===== config.mk =====
export PLATFORM = sky130hd
export DESIGN_NAME = hlbr_store
export DESIGN_NICKNAME = d
export VERILOG_FILES = /design/src/design/hop_limited_bfs_reach_defines.svh /design/src/design/hlbr_pkg.sv /design/src/design/hlbr_store.sv
export SDC_FILE = /design/constraint.sdc
export NUM_CORES = 2
export LEC_CHECK = 0
export BUFFER_PORTS_ARGS = -buffer_cell sky130_fd_sc_hd__buf_2
export CAP_MARGIN = 20
export CORE_MARGIN = 1
export CORE_UTILIZATION = 55
export DETAILED_ROUTE_END_ITERATION = 10
export PLACE_DENSITY = 0.82
export SETUP_SLACK_MARGIN = 0.15
export SLEW_MARGIN = 5
export SYNTH_ARGS = -nofsm -noshare
export SYNTH_HDL_FRONTEND = slang
export SYNTH_SLANG_ARGS = --single-unit
export TNS_END_PERCENT = 50

===== constraint.sdc =====
create_clock -name clock -period 3.7 [get_ports clock]
set_input_delay 0.555 -clock clock [delete_from_list [all_inputs] [get_ports clock]]
set_output_delay 0.555 -clock clock [all_outputs]
set_load 0.01 [all_outputs]

===== src/design/hop_limited_bfs_reach_defines.svh =====
// ----------------------------------------------------------------------------
// hop limited bfs reach assertion macros
// concurrent assertion wrappers, empty in synthesis
// ----------------------------------------------------------------------------
`ifndef HOP_LIMITED_BFS_REACH_DEFINES_SVH
`define HOP_LIMITED_BFS_REACH_DEFINES_SVH

`ifndef SYNTHESIS
`define HLBR_ASSERT(label, prop, msg) \
   label: assert property (@(posedge clock) disable iff (reset) prop) else $error(msg);
`define HLBR_ASSERT_ALWAYS(label, prop, msg) \
   label: assert property (@(posedge clock) prop) else $error(msg);
`else
`define HLBR_ASSERT(label, prop, msg)
`define HLBR_ASSERT_ALWAYS(label, prop, msg)
`endif

`endif


===== src/design/hlbr_pkg.sv =====
// ----------------------------------------------------------------------------
// hlbr_pkg
// shared types and constants of the hop limited reach block
// ----------------------------------------------------------------------------
`timescale 1ns / 1ps

package hlbr_pkg;

   localparam int MAX_VIEWS_DEF  = 64;
   localparam int MAX_DEGREE_DEF = 8;

   localparam int MODE_W     = 2;
   localparam int NODE_W     = 6;
   localparam int MASK_W     = 64;
   localparam int DEG_W_MAX  = 7;
   localparam int TAB_AW_MAX = 12;

   localparam int REQ_TDATA_W = 24;
   localparam int RSP_TDATA_W = 72;

   typedef enum logic [MODE_W-1:0] {
      MODE_APPEND = 2'd0,
      MODE_CLEAR  = 2'd1,
      MODE_QUERY  = 2'd2
   } mode_type;

   typedef enum logic [2:0] {
      ST_IDLE,
      ST_APPEND,
      ST_POP,
      ST_QWAIT,
      ST_DEG,
      ST_SCAN,
      ST_FIN
   } state_type;

   typedef struct packed {
      logic                  deg_rd_en;
      logic [NODE_W-1:0]     deg_rd_addr;
      logic                  deg_wr_en;
      logic [NODE_W-1:0]     deg_wr_addr;
      logic [DEG_W_MAX-1:0]  deg_wr_data;
      logic                  clr;
      logic                  tab_rd_en;
      logic [TAB_AW_MAX-1:0] tab_rd_addr;
      logic                  tab_wr_en;
      logic [TAB_AW_MAX-1:0] tab_wr_addr;
      logic [NODE_W-1:0]     tab_wr_data;
   } store_req_type;

   typedef struct packed {
      logic [DEG_W_MAX-1:0] deg_cnt;
      logic [NODE_W-1:0]    tab_data;
   } store_rsp_type;

endpackage


===== src/design/hlbr_store.sv =====
// ----------------------------------------------------------------------------
// hlbr_store
// degree counters and neighbour table memories with registered reads
// ----------------------------------------------------------------------------
`timescale 1ns / 1ps

module hlbr_store #(
   parameter int MAX_VIEWS  = hlbr_pkg::MAX_VIEWS_DEF,
   parameter int MAX_DEGREE = hlbr_pkg::MAX_DEGREE_DEF
) (
   input  logic                    clock,
   input  logic                    reset,
   input  hlbr_pkg::store_req_type st_req,
   output hlbr_pkg::store_rsp_type st_rsp
);

   localparam int NAW = $clog2(MAX_VIEWS);
   localparam int DCW = $clog2(MAX_DEGREE + 1);
   localparam int TAW = $clog2(MAX_VIEWS * MAX_DEGREE);

   logic [DCW-1:0]               deg_mem [MAX_VIEWS];
   logic [hlbr_pkg::NODE_W-1:0]  tab_mem [MAX_VIEWS * MAX_DEGREE];
   logic [MAX_VIEWS-1:0]         deg_vld_ff;
   logic [MAX_VIEWS-1:0]         deg_vld_in;
   logic [DCW-1:0]               deg_rd_ff;
   logic                         deg_rd_vld_ff;
   logic [hlbr_pkg::NODE_W-1:0]  tab_rd_ff;

   // valid bits stand in for a zeroed counter after reset or clear
   always_comb begin
      deg_vld_in = deg_vld_ff;
      if (st_req.clr) begin
         deg_vld_in = '0;
      end else if (st_req.deg_wr_en) begin
         deg_vld_in[st_req.deg_wr_addr[NAW-1:0]] = 1'b1;
      end
   end

   always_ff @(posedge clock) begin
      if (reset) begin
         deg_vld_ff <= '0;
      end else begin
         deg_vld_ff <= deg_vld_in;
      end
   end

   always_ff @(posedge clock) begin
      if (st_req.deg_wr_en) begin
         deg_mem[st_req.deg_wr_addr[NAW-1:0]] <= st_req.deg_wr_data[DCW-1:0];
      end
      if (st_req.deg_rd_en) begin
         deg_rd_ff     <= deg_mem[st_req.deg_rd_addr[NAW-1:0]];
         deg_rd_vld_ff <= deg_vld_ff[st_req.deg_rd_addr[NAW-1:0]];
      end
   end

   always_ff @(posedge clock) begin
      if (st_req.tab_wr_en) begin
         tab_mem[st_req.tab_wr_addr[TAW-1:0]] <= st_req.tab_wr_data;
      end
      if (st_req.tab_rd_en) begin
         tab_rd_ff <= tab_mem[st_req.tab_rd_addr[TAW-1:0]];
      end
   end

   assign st_rsp.deg_cnt  = deg_rd_vld_ff ? hlbr_pkg::DEG_W_MAX'(deg_rd_ff) : '0;
   assign st_rsp.tab_data = tab_rd_ff;

endmodule


==> impl_results.md <==
* #FFs+latches synth at roughly 3.4k
* Layout cell share with drive strength beyond 1 at 20.3%
* Fin nets at approximately 7.4k
* Status: finished clean
* Place WS at -0.0888 ns
* Post-CTS sizing at 0
* Clock network fraction of total power at 42.1%
* CP Launch Point: st_req[27]
* Worst hold margin at 0.0415 ns
* Most frequent cells in the layout: 3,339 x edfxtp_1, 663 x nor2_1, 645 x mux2i_1
* Detailed-route DRC error count at 0
* Crit end category: register
* Worst path arrival time at about 4 ns
* TritonCTS clock tree: built
* Overall Global Routing Usage at 28.8%
* Number of global-route vias before repair at 75.4k
* RR Startpoint: tab_mem[47][3]
* DIE AREA at ~0.25 mm^2
* Yosys cell types at between 80 and 90
* Yosys top cell by area: edfxtp_1
* Synth warn at 0
* Sw Ratio at 21.3%
* Hold WC Path Type: in -> reg
* CTS sink cnt at ~3.4k
* Commonest non-fill, non-tap cell in the layout: edfxtp_1
* Root Buffer: clkbuf_16
* Max-cap viol count at 0
* # IOs at 69
* Post-synth top area share at 74.2%
* R2R cell count at 7
* Port bufs at 56
* Worst slew pin tran at 1.20 ns
* Chip height at 498 um
* Startpoint Class: input port
* DIE WIDTH at 498 um
* Initial core utilization at between 50% and 60%
* Worst reg2reg endpoint: tab_rd_ff[3]
* EDFF count, synth at 3,339
* Detailed placement HPWL at 215 mm
* Maximum clock rate at approximately 0.32 GHz
* Total CTS buffers at 335
* CP Max Fanout at 13
* Area added between synthesis and finish at 12.2%
* Final Critical Period at 3.14 ns
* CTS Buffer Depth at 4
* DRC marker count from the first detailed-route iteration at about 12k
* Wirelength per Cell at 33.5 um
* Primary FF master, synth: edfxtp_1
* Period utilization at 84.8%
* Crit path to: tab_rd_ff[4]
* Final Util at between 60% and 70%
* Leak pwr at 48.9 nW
* Final WS setup at ~0.56 ns
* Relative slew slack at 19.2%
* Reg2Reg Setup Slack at 0.81 ns
* Required @ worst endpoint at 4.50 ns
* Vias per cell at 7.01
* Mapped cell area at 0.135 mm^2
* Endpoints failing setup at 0
* Final wirelength at between 300 and 400 mm
* Synth top area cells: edfxtp_1 74%, mux4_2 8.5%, mux2i_1 4.8%, nor2_1 1.8%, o221ai_1 1.3%
* Remaining antenna violation count at 0
* Power Internal at 0.0636 W
* Post-synth ARST share at 0%
* GP Congestion at 0.926
* Sequential cell area at 0.102 mm^2
* Clk pin slew, worst setup/hold paths at 0.06 ns
* Mapped Avg Cell Area at 19.3 um^2
* Power share of the sequential group at 52.5%
* Fin. max-slew vios at 0
* Clk_skew at 0.0763 ns
* Critical path type: in -> reg
* Switch Pwr at around 0.017 W
* Final hold violation count at 0
* Setup_tns at 0 ns
* Vias at between 70k and 80k
* Later-pin clock latency in the skew report at 0.98 ns
* Combinational Power Share at about 5.4%
* Pin count of the biggest net entering global routing at between 100 and 150
* Maximum VDD drop at 0.000413 V
* Fillers at 15.4k
* Pre-antenna DRT Iters at 6
* Cell Rows at around 180
* Gate count of the mapped netlist at 6,998
* RSZ-0062 raised after global routing: false
* Sequential area share after synthesis at 75.2%
* CORE AREA at 0.244 mm^2
* Multi-input logic area at 0.0302 mm^2
* Global route overflow at 0
* Initial antenna violation count at 24
* H-tree levels at 5
* First-pass GRT wire length at 519 mm
* Pwr Density at 533 mW/mm^2
-- layout make-up --
type / instances / share of cell area (%)
sequential: 3403 / 67.0
multi-input combinational: 3127 / 19.9
clock buffer: 406 / 5.83
timing repair buffer: 496 / 3.29
tap: 3202 / 2.64
clock inverter: 177 / 1.26
antenna: 14 / 0.0231
inverter: 5 / 0.0190
-- worst max-delay path, stage by stage --
cell,delay (ns)
buf_2,0.49
inv_1,0.67
nor2_1,0.59
a32oi_1,0.18
o21ai_0,0.38
nand4_1,0.28
and3_1,0.37
buf_12,0.17
nor4b_4,0.22
-- worst min-delay path by stage --
stage	start	to	cells past startpoint
CTS	st_req[31]	tab_rd_ff[2]	1
finish	st_req[36]	deg_mem[0][3]	1
detailed placement	deg_vld_ff[40]	deg_vld_ff[40]	1
global placement	deg_vld_ff[38]	deg_vld_ff[38]	1
floorplan	deg_vld_ff[10]	deg_vld_ff[10]	1
global route	st_req[31]	tab_rd_ff[2]	1
-- cell families (layout without fill, tap and decap cells) --
family / Yosys count / after routing / synth area share (%)
AOI/OAI and AO/OA: 846 / 846 / 4.44
and+or+nand+nor: 1057 / 1057 / 3.39
muxes: 1221 / 1221 / 14.4
DFF: 3403 / 3403 / 75.2
other: 1 / 17 / 0.00278
buffers and inverters: 470 / 1084 / 2.58
-- cells in the mapped netlist (all sizes together) (6+ instances only) --
library cell and number:
o31ai 8, a31oi 36, nor2b 10, a22oi 18, o22ai 181, dfxtp 64, clkbuf 230, buf 235
o211ai 10, o221ai 204, and2 33, mux4 562, o21a 70, edfxtp 3339, nand4 16, nor2 664
a21oi 119, mux2 14, nor4 19, nand3b 6, o21ai 96, nor3b 7, a211oi 21, nor3 63
and3 10, mux2i 645, nand2b 6, nand2 141, nand3 47, a2111oi 11, o32ai 7, o311ai 6
a311oi 7
-- flip-flops by register name, summed over array words and instances, names as in the netlist --
name / count
deg_mem: 256
deg_rd_ff: 4
deg_rd_vld_ff: 1
deg_vld_ff: 64
tab_mem: 3072
tab_rd_ff: 6
-- per-stage QoR --
stage,power (W),instances,area [um^2]
global placement,0.0473,10227,141000
finish,0.0808,10830,152000
global route,0.0822,10823,152000
CTS,0.0807,10811,151000
floorplan,0.0455,7000,135000
detailed placement,0.0474,10227,141000
-- power by group through the flow --
stage	Combinational [W]	Sequential, W	Clock, W
after floorplan	0.00225	0.0432	0
after global placement	0.00405	0.0432	0
after detailed placement	0.00417	0.0432	0
after CTS	0.00424	0.0424	0.0340
after global routing	0.00444	0.0424	0.0354
final	0.00437	0.0424	0.0340
-- layer usage --
metal / wire (um) / GRT usage [%] / up-vias
li1: - / - / 29471
met1: 119000 / 36.6 / 37849
met2: 167000 / 44.2 / 7018
met3: 50800 / 7.93 / 1554
met4: 25900 / 17.7 / 16
met5: 112 / 0 / -
-- what timing repair did --
item,4_1_cts,5_1_grt
buffers inserted,0,0
hold buffers,1,1
hold endpoints to repair,5,8
(Power assumes the default switching activity.)
