==> src/design/hop_limited_bfs_reach_defines.svh <==
// ----------------------------------------------------------------------------
// hop limited bfs reach assertion macros
// concurrent assertion wrappers, empty in synthesis
// ----------------------------------------------------------------------------
`ifndef HOP_LIMITED_BFS_REACH_DEFINES_SVH
`define HOP_LIMITED_BFS_REACH_DEFINES_SVH

`ifndef SYNTHESIS
`define HLBR_ASSERT(label, prop, msg) \
   label: assert property (@(posedge clock) disable iff (reset) prop) else $error(msg);
`define HLBR_ASSERT_ALWAYS(label, prop, msg) \
   label: assert property (@(posedge clock) prop) else $error(msg);
`else
`define HLBR_ASSERT(label, prop, msg)
`define HLBR_ASSERT_ALWAYS(label, prop, msg)
`endif

`endif

==> src/design/hlbr_pkg.sv <==
// ----------------------------------------------------------------------------
// hlbr_pkg
// shared types and constants of the hop limited reach block
// ----------------------------------------------------------------------------
`timescale 1ns / 1ps

package hlbr_pkg;

   localparam int MAX_VIEWS_DEF  = 64;
   localparam int MAX_DEGREE_DEF = 8;

   localparam int MODE_W     = 2;
   localparam int NODE_W     = 6;
   localparam int MASK_W     = 64;
   localparam int DEG_W_MAX  = 7;
   localparam int TAB_AW_MAX = 12;

   localparam int REQ_TDATA_W = 24;
   localparam int RSP_TDATA_W = 72;

   typedef enum logic [MODE_W-1:0] {
      MODE_APPEND = 2'd0,
      MODE_CLEAR  = 2'd1,
      MODE_QUERY  = 2'd2
   } mode_type;

   typedef enum logic [2:0] {
      ST_IDLE,
      ST_APPEND,
      ST_POP,
      ST_QWAIT,
      ST_DEG,
      ST_SCAN,
      ST_FIN
   } state_type;

   typedef struct packed {
      logic                  deg_rd_en;
      logic [NODE_W-1:0]     deg_rd_addr;
      logic                  deg_wr_en;
      logic [NODE_W-1:0]     deg_wr_addr;
      logic [DEG_W_MAX-1:0]  deg_wr_data;
      logic                  clr;
      logic                  tab_rd_en;
      logic [TAB_AW_MAX-1:0] tab_rd_addr;
      logic                  tab_wr_en;
      logic [TAB_AW_MAX-1:0] tab_wr_addr;
      logic [NODE_W-1:0]     tab_wr_data;
   } store_req_type;

   typedef struct packed {
      logic [DEG_W_MAX-1:0] deg_cnt;
      logic [NODE_W-1:0]    tab_data;
   } store_rsp_type;

endpackage

==> src/design/hlbr_walk.sv <==
// ----------------------------------------------------------------------------
// hlbr_walk
// sequencer for appends, clears and the breadth-first walk, one entry a cycle
// ----------------------------------------------------------------------------
`timescale 1ns / 1ps

module hlbr_walk #(
   parameter int MAX_VIEWS  = hlbr_pkg::MAX_VIEWS_DEF,
   parameter int MAX_DEGREE = hlbr_pkg::MAX_DEGREE_DEF
) (
   input  logic                        clock,
   input  logic                        reset,
   input  logic                        req_valid,
   output logic                        req_ready,
   input  logic [hlbr_pkg::MODE_W-1:0] req_mode,
   input  logic [hlbr_pkg::NODE_W-1:0] req_node,
   input  logic [hlbr_pkg::NODE_W-1:0] req_neighbour,
   input  logic [hlbr_pkg::NODE_W-1:0] req_hop_limit,
   output logic                        rsp_valid,
   input  logic                        rsp_ready,
   output logic [hlbr_pkg::MASK_W-1:0] rsp_reached_mask,
   output logic                        rsp_list_overflow,
   output hlbr_pkg::store_req_type     st_req,
   input  hlbr_pkg::store_rsp_type     st_rsp
);

   localparam int NW  = hlbr_pkg::NODE_W;
   localparam int NCW = NW + 1;
   localparam int QAW = $clog2(MAX_VIEWS);
   localparam int QCW = $clog2(MAX_VIEWS + 1);
   localparam int DCW = $clog2(MAX_DEGREE + 1);
   localparam int TAW = $clog2(MAX_VIEWS * MAX_DEGREE);
   localparam int QEW = 2 * NW;

   hlbr_pkg::state_type state_ff, state_in;

   logic [NW-1:0]                node_ff, node_in;
   logic [NW-1:0]                nbr_ff, nbr_in;
   logic [NW-1:0]                limit_ff, limit_in;
   logic [NW-1:0]                cur_ff, cur_in;
   logic [NW-1:0]                depth_ff, depth_in;
   logic [DCW-1:0]               cnt_ff, cnt_in;
   logic [DCW-1:0]               k_ff, k_in;
   logic [QCW-1:0]               head_ff, head_in;
   logic [QCW-1:0]               tail_ff, tail_in;
   logic [hlbr_pkg::MASK_W-1:0]  visited_ff, visited_in;
   logic                         ovf_ff, ovf_in;
   logic                         ovf_cap_ff, ovf_cap_in;
   logic                         rsp_valid_ff, rsp_valid_in;
   logic [hlbr_pkg::MASK_W-1:0]  rsp_mask_ff, rsp_mask_in;
   logic                         rsp_ovf_ff, rsp_ovf_in;

   logic [QEW-1:0]               q_mem [MAX_VIEWS];
   logic [QEW-1:0]               q_rd_ff;
   logic                         q_rd_en;
   logic [QAW-1:0]               q_rd_addr;
   logic                         q_wr_en;
   logic [QAW-1:0]               q_wr_addr;
   logic [QEW-1:0]               q_wr_data;

   logic [DCW-1:0]               deg_cnt;
   logic [DCW-1:0]               k_next;
   logic [TAW-1:0]               tab_base;
   logic [NW-1:0]                adj;

   assign deg_cnt  = st_rsp.deg_cnt[DCW-1:0];
   assign k_next   = k_ff + DCW'(1);
   assign adj      = st_rsp.tab_data;

   always_ff @(posedge clock) begin
      if (reset) begin
         state_ff <= hlbr_pkg::ST_IDLE;
      end else begin
         state_ff <= state_in;
      end
   end

   always_comb begin
      state_in     = state_ff;
      node_in      = node_ff;
      nbr_in       = nbr_ff;
      limit_in     = limit_ff;
      cur_in       = cur_ff;
      depth_in     = depth_ff;
      cnt_in       = cnt_ff;
      k_in         = k_ff;
      head_in      = head_ff;
      tail_in      = tail_ff;
      visited_in   = visited_ff;
      ovf_in       = ovf_ff;
      ovf_cap_in   = ovf_cap_ff;
      rsp_valid_in = rsp_valid_ff & ~rsp_ready;
      rsp_mask_in  = rsp_mask_ff;
      rsp_ovf_in   = rsp_ovf_ff;
      req_ready    = 1'b0;
      q_rd_en      = 1'b0;
      q_rd_addr    = head_ff[QAW-1:0];
      q_wr_en      = 1'b0;
      q_wr_addr    = tail_ff[QAW-1:0];
      q_wr_data    = '0;
      st_req       = '0;
      tab_base     = TAW'(cur_ff) * TAW'(MAX_DEGREE);

      case (state_ff)
         hlbr_pkg::ST_IDLE: begin
            req_ready = 1'b1;
            if (req_valid) begin
               case (hlbr_pkg::mode_type'(req_mode))
                  hlbr_pkg::MODE_APPEND: begin
                     node_in = req_node;
                     nbr_in  = req_neighbour;
                     if (NCW'(req_node) < NCW'(MAX_VIEWS) &&
                         NCW'(req_neighbour) < NCW'(MAX_VIEWS)) begin
                        st_req.deg_rd_en   = 1'b1;
                        st_req.deg_rd_addr = req_node;
                        state_in           = hlbr_pkg::ST_APPEND;
                     end
                  end
                  hlbr_pkg::MODE_CLEAR: begin
                     st_req.clr = 1'b1;
                  end
                  hlbr_pkg::MODE_QUERY: begin
                     ovf_cap_in = ovf_ff;
                     ovf_in     = 1'b0;
                     limit_in   = req_hop_limit;
                     visited_in = '0;
                     head_in    = '0;
                     tail_in    = '0;
                     if (NCW'(req_node) < NCW'(MAX_VIEWS)) begin
                        visited_in = hlbr_pkg::MASK_W'(1) << req_node;
                        q_wr_en    = 1'b1;
                        q_wr_addr  = '0;
                        q_wr_data  = {NW'(0), req_node};
                        tail_in    = QCW'(1);
                        state_in   = hlbr_pkg::ST_POP;
                     end else begin
                        state_in   = hlbr_pkg::ST_FIN;
                     end
                  end
                  default: begin
                  end
               endcase
            end
         end
         hlbr_pkg::ST_APPEND: begin
            if (deg_cnt >= DCW'(MAX_DEGREE)) begin
               ovf_in = 1'b1;
            end else begin
               tab_base           = TAW'(node_ff) * TAW'(MAX_DEGREE);
               st_req.tab_wr_en   = 1'b1;
               st_req.tab_wr_addr = hlbr_pkg::TAB_AW_MAX'(tab_base + TAW'(deg_cnt));
               st_req.tab_wr_data = nbr_ff;
               st_req.deg_wr_en   = 1'b1;
               st_req.deg_wr_addr = node_ff;
               st_req.deg_wr_data = hlbr_pkg::DEG_W_MAX'(deg_cnt + DCW'(1));
            end
            state_in = hlbr_pkg::ST_IDLE;
         end
         hlbr_pkg::ST_POP: begin
            if (head_ff == tail_ff) begin
               state_in = hlbr_pkg::ST_FIN;
            end else begin
               q_rd_en  = 1'b1;
               head_in  = head_ff + QCW'(1);
               state_in = hlbr_pkg::ST_QWAIT;
            end
         end
         hlbr_pkg::ST_QWAIT: begin
            cur_in   = q_rd_ff[NW-1:0];
            depth_in = q_rd_ff[QEW-1:NW];
            if (q_rd_ff[QEW-1:NW] >= limit_ff) begin
               state_in = hlbr_pkg::ST_POP;
            end else begin
               st_req.deg_rd_en   = 1'b1;
               st_req.deg_rd_addr = q_rd_ff[NW-1:0];
               state_in           = hlbr_pkg::ST_DEG;
            end
         end
         hlbr_pkg::ST_DEG: begin
            cnt_in = deg_cnt;
            k_in   = '0;
            if (deg_cnt == '0) begin
               state_in = hlbr_pkg::ST_POP;
            end else begin
               st_req.tab_rd_en   = 1'b1;
               st_req.tab_rd_addr = hlbr_pkg::TAB_AW_MAX'(tab_base);
               state_in           = hlbr_pkg::ST_SCAN;
            end
         end
         hlbr_pkg::ST_SCAN: begin
            if (NCW'(adj) < NCW'(MAX_VIEWS) && !visited_ff[adj]) begin
               visited_in = visited_ff | (hlbr_pkg::MASK_W'(1) << adj);
               if (tail_ff < QCW'(MAX_VIEWS)) begin
                  q_wr_en   = 1'b1;
                  q_wr_data = {depth_ff + NW'(1), adj};
                  tail_in   = tail_ff + QCW'(1);
               end
            end
            if (k_next < cnt_ff) begin
               st_req.tab_rd_en   = 1'b1;
               st_req.tab_rd_addr = hlbr_pkg::TAB_AW_MAX'(tab_base + TAW'(k_next));
               k_in               = k_next;
            end else begin
               state_in = hlbr_pkg::ST_POP;
            end
         end
         hlbr_pkg::ST_FIN: begin
            if (!rsp_valid_ff || rsp_ready) begin
               rsp_valid_in = 1'b1;
               rsp_mask_in  = visited_ff;
               rsp_ovf_in   = ovf_cap_ff;
               state_in     = hlbr_pkg::ST_IDLE;
            end
         end
         default: begin
            state_in = hlbr_pkg::ST_IDLE;
         end
      endcase
   end

   always_ff @(posedge clock) begin
      if (reset) begin
         ovf_ff       <= 1'b0;
         rsp_valid_ff <= 1'b0;
         head_ff      <= '0;
         tail_ff      <= '0;
      end else begin
         ovf_ff       <= ovf_in;
         rsp_valid_ff <= rsp_valid_in;
         head_ff      <= head_in;
         tail_ff      <= tail_in;
      end
   end

   always_ff @(posedge clock) begin
      node_ff     <= node_in;
      nbr_ff      <= nbr_in;
      limit_ff    <= limit_in;
      cur_ff      <= cur_in;
      depth_ff    <= depth_in;
      cnt_ff      <= cnt_in;
      k_ff        <= k_in;
      visited_ff  <= visited_in;
      ovf_cap_ff  <= ovf_cap_in;
      rsp_mask_ff <= rsp_mask_in;
      rsp_ovf_ff  <= rsp_ovf_in;
   end

   // walk queue of {depth, node}
   always_ff @(posedge clock) begin
      if (q_wr_en) begin
         q_mem[q_wr_addr] <= q_wr_data;
      end
      if (q_rd_en) begin
         q_rd_ff <= q_mem[q_rd_addr];
      end
   end

   assign rsp_valid         = rsp_valid_ff;
   assign rsp_reached_mask  = rsp_mask_ff;
   assign rsp_list_overflow = rsp_ovf_ff;

endmodule
==> config.mk <==
export PLATFORM = sky130hd
export DESIGN_NAME = hlbr_walk
export DESIGN_NICKNAME = d
export VERILOG_FILES = /design/src/design/hop_limited_bfs_reach_defines.svh /design/src/design/hlbr_pkg.sv /design/src/design/hlbr_walk.sv
export SDC_FILE = /design/constraint.sdc
export NUM_CORES = 1
export LEC_CHECK = 0
export BUFFER_PORTS_ARGS = -buffer_cell sky130_fd_sc_hd__buf_2
export CAP_MARGIN = 20
export CORE_ASPECT_RATIO = 0.6
export CORE_MARGIN = 1.5
export CORE_UTILIZATION = 45
export DETAILED_ROUTE_END_ITERATION = 8
export SYNTH_ARGS = -nofsm -noshare
export SYNTH_HDL_FRONTEND = slang
export SYNTH_SLANG_ARGS = --single-unit
==> constraint.sdc <==
create_clock -name clock -period 11.87 [get_ports clock]
set_input_delay 0.5935 -clock clock [delete_from_list [all_inputs] [get_ports clock]]
set_output_delay 0.5935 -clock clock [all_outputs]
set_load 0.02 [all_outputs]
==> results of run 1 <==
-- layout make-up --
cell class | count | area [sq um]
inverter | 24 | 90.1
antenna | 2 | 5.00
clock inverter | 47 | 350
sequential | 967 | 28900
fill | 6589 | 40400
timing repair buffer | 233 | 1450
clock buffer | 104 | 2280
multi-input combinational | 795 | 9340
tap | 1134 | 1420
-- through the flow --
stage               total power, uW  cells  utilization  instance area (sq um)
detailed placement             3960   3149        0.488                  41100
floorplan                      3900   1908            -                  38700
CTS                            6630   3300        0.519                  43700
global route                   6770   3305        0.520                  43800
finish                         6590   3306        0.520                  43800
global placement               3950   3135        0.486                  41000
-- power by group --
| group | switching, uW | internal [uW] | leakage [uW] |
|---|---|---|---|
| combinational | 108 | 45.4 | 0.00370 |
| sequential | 11.4 | 3720 | 0.00885 |
| clock | 1220 | 1470 | 0.00128 |
| total | 1340 | 5240 | 0.0138 |
-- cells in the final DEF, fill, tap and decap left out, drive strengths merged, types with 5 or more instances in the layout --
cell and count:
edfxtp 948, mux4 266, buf 233, nor2 108, clkbuf 104, a21oi 69
o22ai 65, clkinv 36, nand2 35, nand3 27, inv 24, nor3 22
and2 20, dfxtp 19, ha 18, xor2 15, a22o 15, o21ai 10
nor2b 10, xnor2 9, nand2b 9, and3 8, conb 7, a211oi 7
nand4 7, nor4 7, nor3b 6, or3 6, clkinvlp 6, o32a 5
bufinv 5
-- path summary, 6_finish.rpt --
kind | to | cells past startpoint
min reg2reg | rsp_list_overflow | 0
min | limit_ff[5] | 1
max | q_rd_ff[2] | 5
max reg2reg | q_rd_ff[2] | 5
-- registers in the layout (all words and copies together), names as in the netlist, 6 cells and up --
register / count
depth_ff: 6
q_mem: 768
q_rd_ff: 12
head_ff: 7
visited_ff: 64
tail_ff: 7
node_ff: 6
nbr_ff: 6
rsp_reached_mask: 64
limit_ff: 6
cur_ff: 6
-- logic make-up (layout without fill, tap and decap cells) --
family          Yosys count  count (layout)  share of synthesized area
fa+ha+maj                18              18                    0.00583
xor+xnor                 24              24                    0.00544
buf+inv                 146             408                     0.0158
mux                     273             273                      0.157
simple gates            278             278                     0.0367
other cells               1               9                  0.0000971
flops                   967             967                      0.747
compound gates          195             195                     0.0325
-- routing by layer --
| layer | up-vias | track usage | wire, um |
|---|---|---|---|
| li1 | 8306 | - | - |
| met1 | 10700 | 0.348 | 43400 |
| met2 | 1096 | 0.296 | 40500 |
| met3 | 134 | 0.0850 | 12300 |
| met4 | 0 | 0.0513 | 1710 |
| met5 | - | 0 | 0 |
==> impl_metrics.env, run 1 <==
export IMPL_startpoint_type="flop"
export IMPL_synthArstFlopShare=0
export IMPL_clk_latency_ns=0.67
export IMPL_antenna_left=0
export IMPL_cp_slowest_stage_delay_ns=0.92
export IMPL_leakage_uw=0.0138
export IMPL_clock_skew_ns=0.0202
export IMPL_grtUsageTotal=0.224
export IMPL_setup_violations_final=0
export IMPL_row_count=82
export IMPL_routed_via_density=6.11
export IMPL_drc=0
export IMPL_critPathKind="reg2reg"
export IMPL_cellPowerDensity_mw_per_mm2=150
export IMPL_ys_top_cells_by_count="edfxtp_1, mux4_2, nor2_1"
export IMPL_final_nets=2161
export IMPL_crit_start="head_ff[0]"
export IMPL_finalWorstSetupSlack_ns=7.13
export IMPL_post_cts_buffers=0
export IMPL_wl_um=97900
export IMPL_drt_pass1_iter_count=6
export IMPL_drive_gt1_frac=0.309
export IMPL_clk_pin_slew_worst_paths_ns=0.07
export IMPL_start_util=0.459
export IMPL_antenna_found_initial=7
export IMPL_cts_sinks=967
export IMPL_arrival_ns=5.15
export IMPL_dpl_hpwl_um=62500
export IMPL_worstPathMaxFanout=47
export IMPL_synth_area_leaders="edfxtp_1, mux4_2, o22ai_1, nor2_1, dfxtp_1"
export IMPL_drt_iter0_markers=2702
export IMPL_status="complete, no violations"
export IMPL_end_kind="flop"
export IMPL_cts_htree_levels=3
export IMPL_rsz0062_at_grt="no"
export IMPL_ys_seq_elements=967
export IMPL_cp_required_ns=12.27
export IMPL_die_h_um=230
export IMPL_wire_per_inst_um=29.6
export IMPL_die_w_um=381
export IMPL_slew_headroom=0.246
export IMPL_timing_final_crit_share=0.400
export IMPL_ys_flop_type="edfxtp_1"
export IMPL_io_buffer_count=147
export IMPL_grt_ovfl_total=0
export IMPL_crit_top_cell="mux4_2"
export IMPL_grt_pass1_vias=19600
export IMPL_rrSetupSlack_ns=7.13
export IMPL_cts_root_buf="clkbuf_16"
export IMPL_gp_congestion=0.884
export IMPL_drv_cap=0
export IMPL_dpl_worst_slack_ns=6.72
export IMPL_synth_edf_count=948
export IMPL_fin_crit_ns=4.74
export IMPL_yosysSeqAreaShare=0.747
export IMPL_whs_ns=0.0977
export IMPL_slew_violations=0
export IMPL_reg2reg_from="head_ff[0]"
export IMPL_cts_resized=0
export IMPL_coreArea_sq_mm=0.0842
export IMPL_critPathSlowestCell="dfxtp_4"
export IMPL_grt_pass1_wl_um=140000
export IMPL_synth_cells=1902
export IMPL_cts_path_max_buffers=3
export IMPL_syn_area_per_cell_sq_um=20.3
export IMPL_ir_drop_mv=0.117
export IMPL_fmax_ghz=0.211
export IMPL_setup_tns_final_ns=0
export IMPL_syn_cell_area_sq_mm=0.0386
export IMPL_tightest_slew_ns=1.13
export IMPL_cp_num_buf_inv=2
export IMPL_hold_path_class="in2reg"
export IMPL_syn_to_final_growth_pct=13.4
export IMPL_synth_most_common_cell="edfxtp_1"
export IMPL_cp_top_family="multiplexers"
export IMPL_yosys_area_top_type="edfxtp_1"
export IMPL_grt_max_degree=74
export IMPL_yosysWarnings=0
export IMPL_numCtsBuffers=85
export IMPL_ios=158
export IMPL_die_area_sq_mm=0.0877
export IMPL_via_count=20200
export IMPL_crit_chain="buf_4 > buf_4 > mux4_2 > mux4_2 > mux4_2"
export IMPL_yosysTopAreaCellShare=0.737
export IMPL_cts_tree="yes"
export IMPL_worst_hold_startpoint="req_hop_limit[5]"
export IMPL_hold_viol=0
export IMPL_ctsHoldBuffers=0
export IMPL_ys_types=61
No activity file was read; power rests on OpenSTA's default activity.
==> inputs of run 2 (changes only) <==
Settings changed: ABC_AREA set to 1.
Clock period 11.87 ns to 4.4 ns, I/O delays scaled along.
==> run 2 against run 1 <==
Clock power increased to 2.8 times the previous value. Critical path type unchanged. Sequential share of layout area decreased by 2.8 points. Clock skew about the same. Utilization increased by 0.13 points. Die area increased by 3.5%. Routed wire length increased by 21%.
==> impl_metrics.env, run 2 <==
export IMPL_crit_chain="inv_8 > buf_12 > o21ai_0 > o221ai_1 > nand3_1 > nand4_1 > nand3_1 > nand3_1"
export IMPL_syn_cell_area_sq_mm=0.0400
export IMPL_yosys_area_top_type="edfxtp_1"
export IMPL_drive_gt1_frac=0.132
export IMPL_clk_pin_slew_worst_paths_ns=0.07
export IMPL_fmax_ghz=0.288
export IMPL_cts_path_max_buffers=3
export IMPL_synth_edf_count=948
export IMPL_cts_resized=0
export IMPL_hold_path_class="in2reg"
export IMPL_ys_flop_type="edfxtp_1"
export IMPL_drt_iter0_markers=3699
export IMPL_fin_total_pwr_uw=19600
export IMPL_rr_endpoint="q_rd_ff[8]"
export IMPL_crit_top_cell="nand3_1"
export IMPL_ys_types=44
export IMPL_die_area_sq_mm=0.0907
export IMPL_antenna_found_initial=0
export IMPL_ios=158
export IMPL_intPower_uw=14900
export IMPL_p_clk_frac=0.390
export IMPL_via_count=27700
export IMPL_numCtsBuffers=88
export IMPL_cp_slowest_stage_delay_ns=0.64
export IMPL_cts_root_buf="clkbuf_16"
export IMPL_cp_required_ns=4.67
export IMPL_drv_cap=0
export IMPL_reg2reg_from="head_ff[0]"
export IMPL_post_cts_buffers=0
export IMPL_startpoint_type="flop"
export IMPL_hold_viol=0
export IMPL_ys_seq_elements=967
export IMPL_syn_area_per_cell_sq_um=12.2
export IMPL_coreArea_sq_mm=0.0878
export IMPL_cellPowerDensity_mw_per_mm2=429
export IMPL_synth_cells=3278
export IMPL_rrSetupSlack_ns=0.93
export IMPL_rsz0062_at_grt="no"
export IMPL_grt_ovfl_total=0
export IMPL_ys_top_cells_by_count="edfxtp_1, nor2_1, o21ai_0"
export IMPL_wire_per_inst_um=25.2
export IMPL_final_nets=3520
export IMPL_antenna_left=0
export IMPL_layout_cells_most_common_list="edfxtp_1, nor2_1, o21ai_0"
export IMPL_yosysSeqAreaShare=0.721
export IMPL_syn_to_final_growth_pct=14.4
export IMPL_p_comb_frac=0.083
export IMPL_die_w_um=388
export IMPL_clock_skew_ns=0.0203
export IMPL_wl_um=119000
export IMPL_io_buffer_count=147
export IMPL_ir_drop_mv=0.383
export IMPL_ctsHoldBuffers=26
export IMPL_final_util=0.521
export IMPL_yosysTopAreaCellShare=0.712
export IMPL_leakage_uw=0.0156
export IMPL_seq_power_share=0.527
export IMPL_power_switching_uw=4770
export IMPL_clk_latency_ns=0.68
export IMPL_timing_final_crit_share=0.789
export IMPL_gp_congestion=0.951
export IMPL_largest_reg_flops=768
export IMPL_start_util=0.456
export IMPL_row_count=84
export IMPL_slew_violations=0
export IMPL_grt_pass1_vias=24800
export IMPL_fin_crit_ns=3.47
export IMPL_reg2reg_depth=8
export IMPL_die_h_um=234
export IMPL_worstPathMaxFanout=123
export IMPL_grt_pass1_wl_um=170000
export IMPL_regMostFlops="q_mem"
export IMPL_synth_area_leaders="edfxtp_1, o21ai_0, nor2_1, nand2_1, o22ai_1"
export IMPL_status="complete, no violations"
export IMPL_final_common_cell="edfxtp_1"
export IMPL_synthArstFlopShare=0
export IMPL_endpoint="q_rd_ff[8]"
export IMPL_drt_pass1_iter_count=8
export IMPL_dpl_hpwl_um=73000
export IMPL_crit_start="head_ff[0]"
export IMPL_setup_violations_final=0
export IMPL_synth_most_common_cell="edfxtp_1"
export IMPL_cts_sinks=967
export IMPL_critPathSlowestCell="dfxtp_4"
export IMPL_grtUsageTotal=0.257
export IMPL_cts_tree="yes"
export IMPL_routed_via_density=5.89
export IMPL_arrival_ns=3.74
export IMPL_end_kind="flop"
export IMPL_yosysWarnings=0
export IMPL_cts_htree_levels=3
export IMPL_p_sw_frac=0.243
export IMPL_drc=0
export IMPL_grt_max_degree=216
export IMPL_critPathKind="reg2reg"
export IMPL_slew_headroom=0.243
export IMPL_tightest_slew_ns=1.13
run 2: changes by cell type after synthesis, moves of 36 or more:
cell and change:
nand2_1 +256, a21oi_1 -36, o22ai_1 +74, nand3_1 +127, o221ai_1 +76, mux4_2 -266
clkbuf_1 +87, inv_1 +86, nand4_1 +41, o21ai_0 +501, nor2_1 +478
run 2: worst max-delay path, delay by kind of cell, from the launching register on:
| kind | cells | cell delay [ns] |
|---|---|---|
| buf+inv | 2 | 0.65 |
| simple gates | 4 | 1.26 |
| flops | 1 | 0.64 |
| compound gates | 2 | 0.35 |
run 2: power groups by stage:
| stage | Sequential (uW) | Combinational [uW] | Clock (uW) |
|---|---|---|---|
| finish | 10400 | 1630 | 7650 |
| global route | 10400 | 1730 | 8070 |
| CTS | 10300 | 1560 | 7750 |
| detailed placement | 10500 | 1540 | 0 |
| global placement | 10500 | 1530 | 0 |
| floorplan | 10500 | 912 | 0 |
run 2: how the worst min path moves through the flow:
stage | startpoint | end | slack [ns] | cells past startpoint
after floorplan | st_rsp[6] | cnt_ff[0] | 0.32 | 0
after global placement | req_neighbour[2] | nbr_ff[2] | 0.40 | 1
after detailed placement | req_neighbour[1] | nbr_ff[1] | 0.40 | 1
after CTS | req_node[4] | node_ff[4] | 0.03 | 1
after global routing | req_node[4] | node_ff[4] | 0.06 | 1
final | req_node[4] | node_ff[4] | 0.11 | 1
run 2: kinds of logic (layout without fill, tap and decap cells):
family / after synthesis / after routing / synth area share
AOI/OAI and AO/OA: 809 / 809 / 0.115
xor gates and xnor gates: 16 / 16 / 0.00350
adders and majority gates: 18 / 18 / 0.00563
buffers and inverters: 345 / 599 / 0.0348
DFF: 967 / 967 / 0.721
other: 1 / 9 / 0.0000938
and+or+nand+nor: 1122 / 1122 / 0.120
run 2: per-layer routing:
layer  track usage  vias up  part of all wire  wire [um]
met5             0        -                 0          0
li1              -    12400                 -          -
met1         0.402    13600              0.46      54600
met2         0.320     1498              0.38      45200
met3         0.113      143              0.14      16800
met4        0.0535        0             0.017       2050
run 2: final cells by class:
| type | instances | area [sq um] |
|---|---|---|
| Tap cell | 1161 | 1450 |
| Antenna cell | 2 | 5.00 |
| Multi-Input combinational cell | 1972 | 9930 |
| Timing Repair Buffer | 311 | 2200 |
| Fill cell | 7505 | 42000 |
| Inverter | 125 | 484 |
| Sequential cell | 967 | 28900 |
| Clock inverter | 57 | 469 |
| Clock buffer | 106 | 2340 |
run 2: stage by stage:
stage	std cells	setup WS [ns]	hold slack, ns	setup TNS [ns]	cell area (sq um)
2_1_floorplan	3284	-0.150	0.319	-19.19	40000
3_3_place_gp	4509	0.989	0.398	0	42700
4_1_cts	4698	1.10	0.0306	0	45700
3_5_place_dp	4509	0.964	0.399	0	42700
5_1_grt	4699	0.841	0.0568	0	45700
6_report	4701	0.930	0.107	0	45800
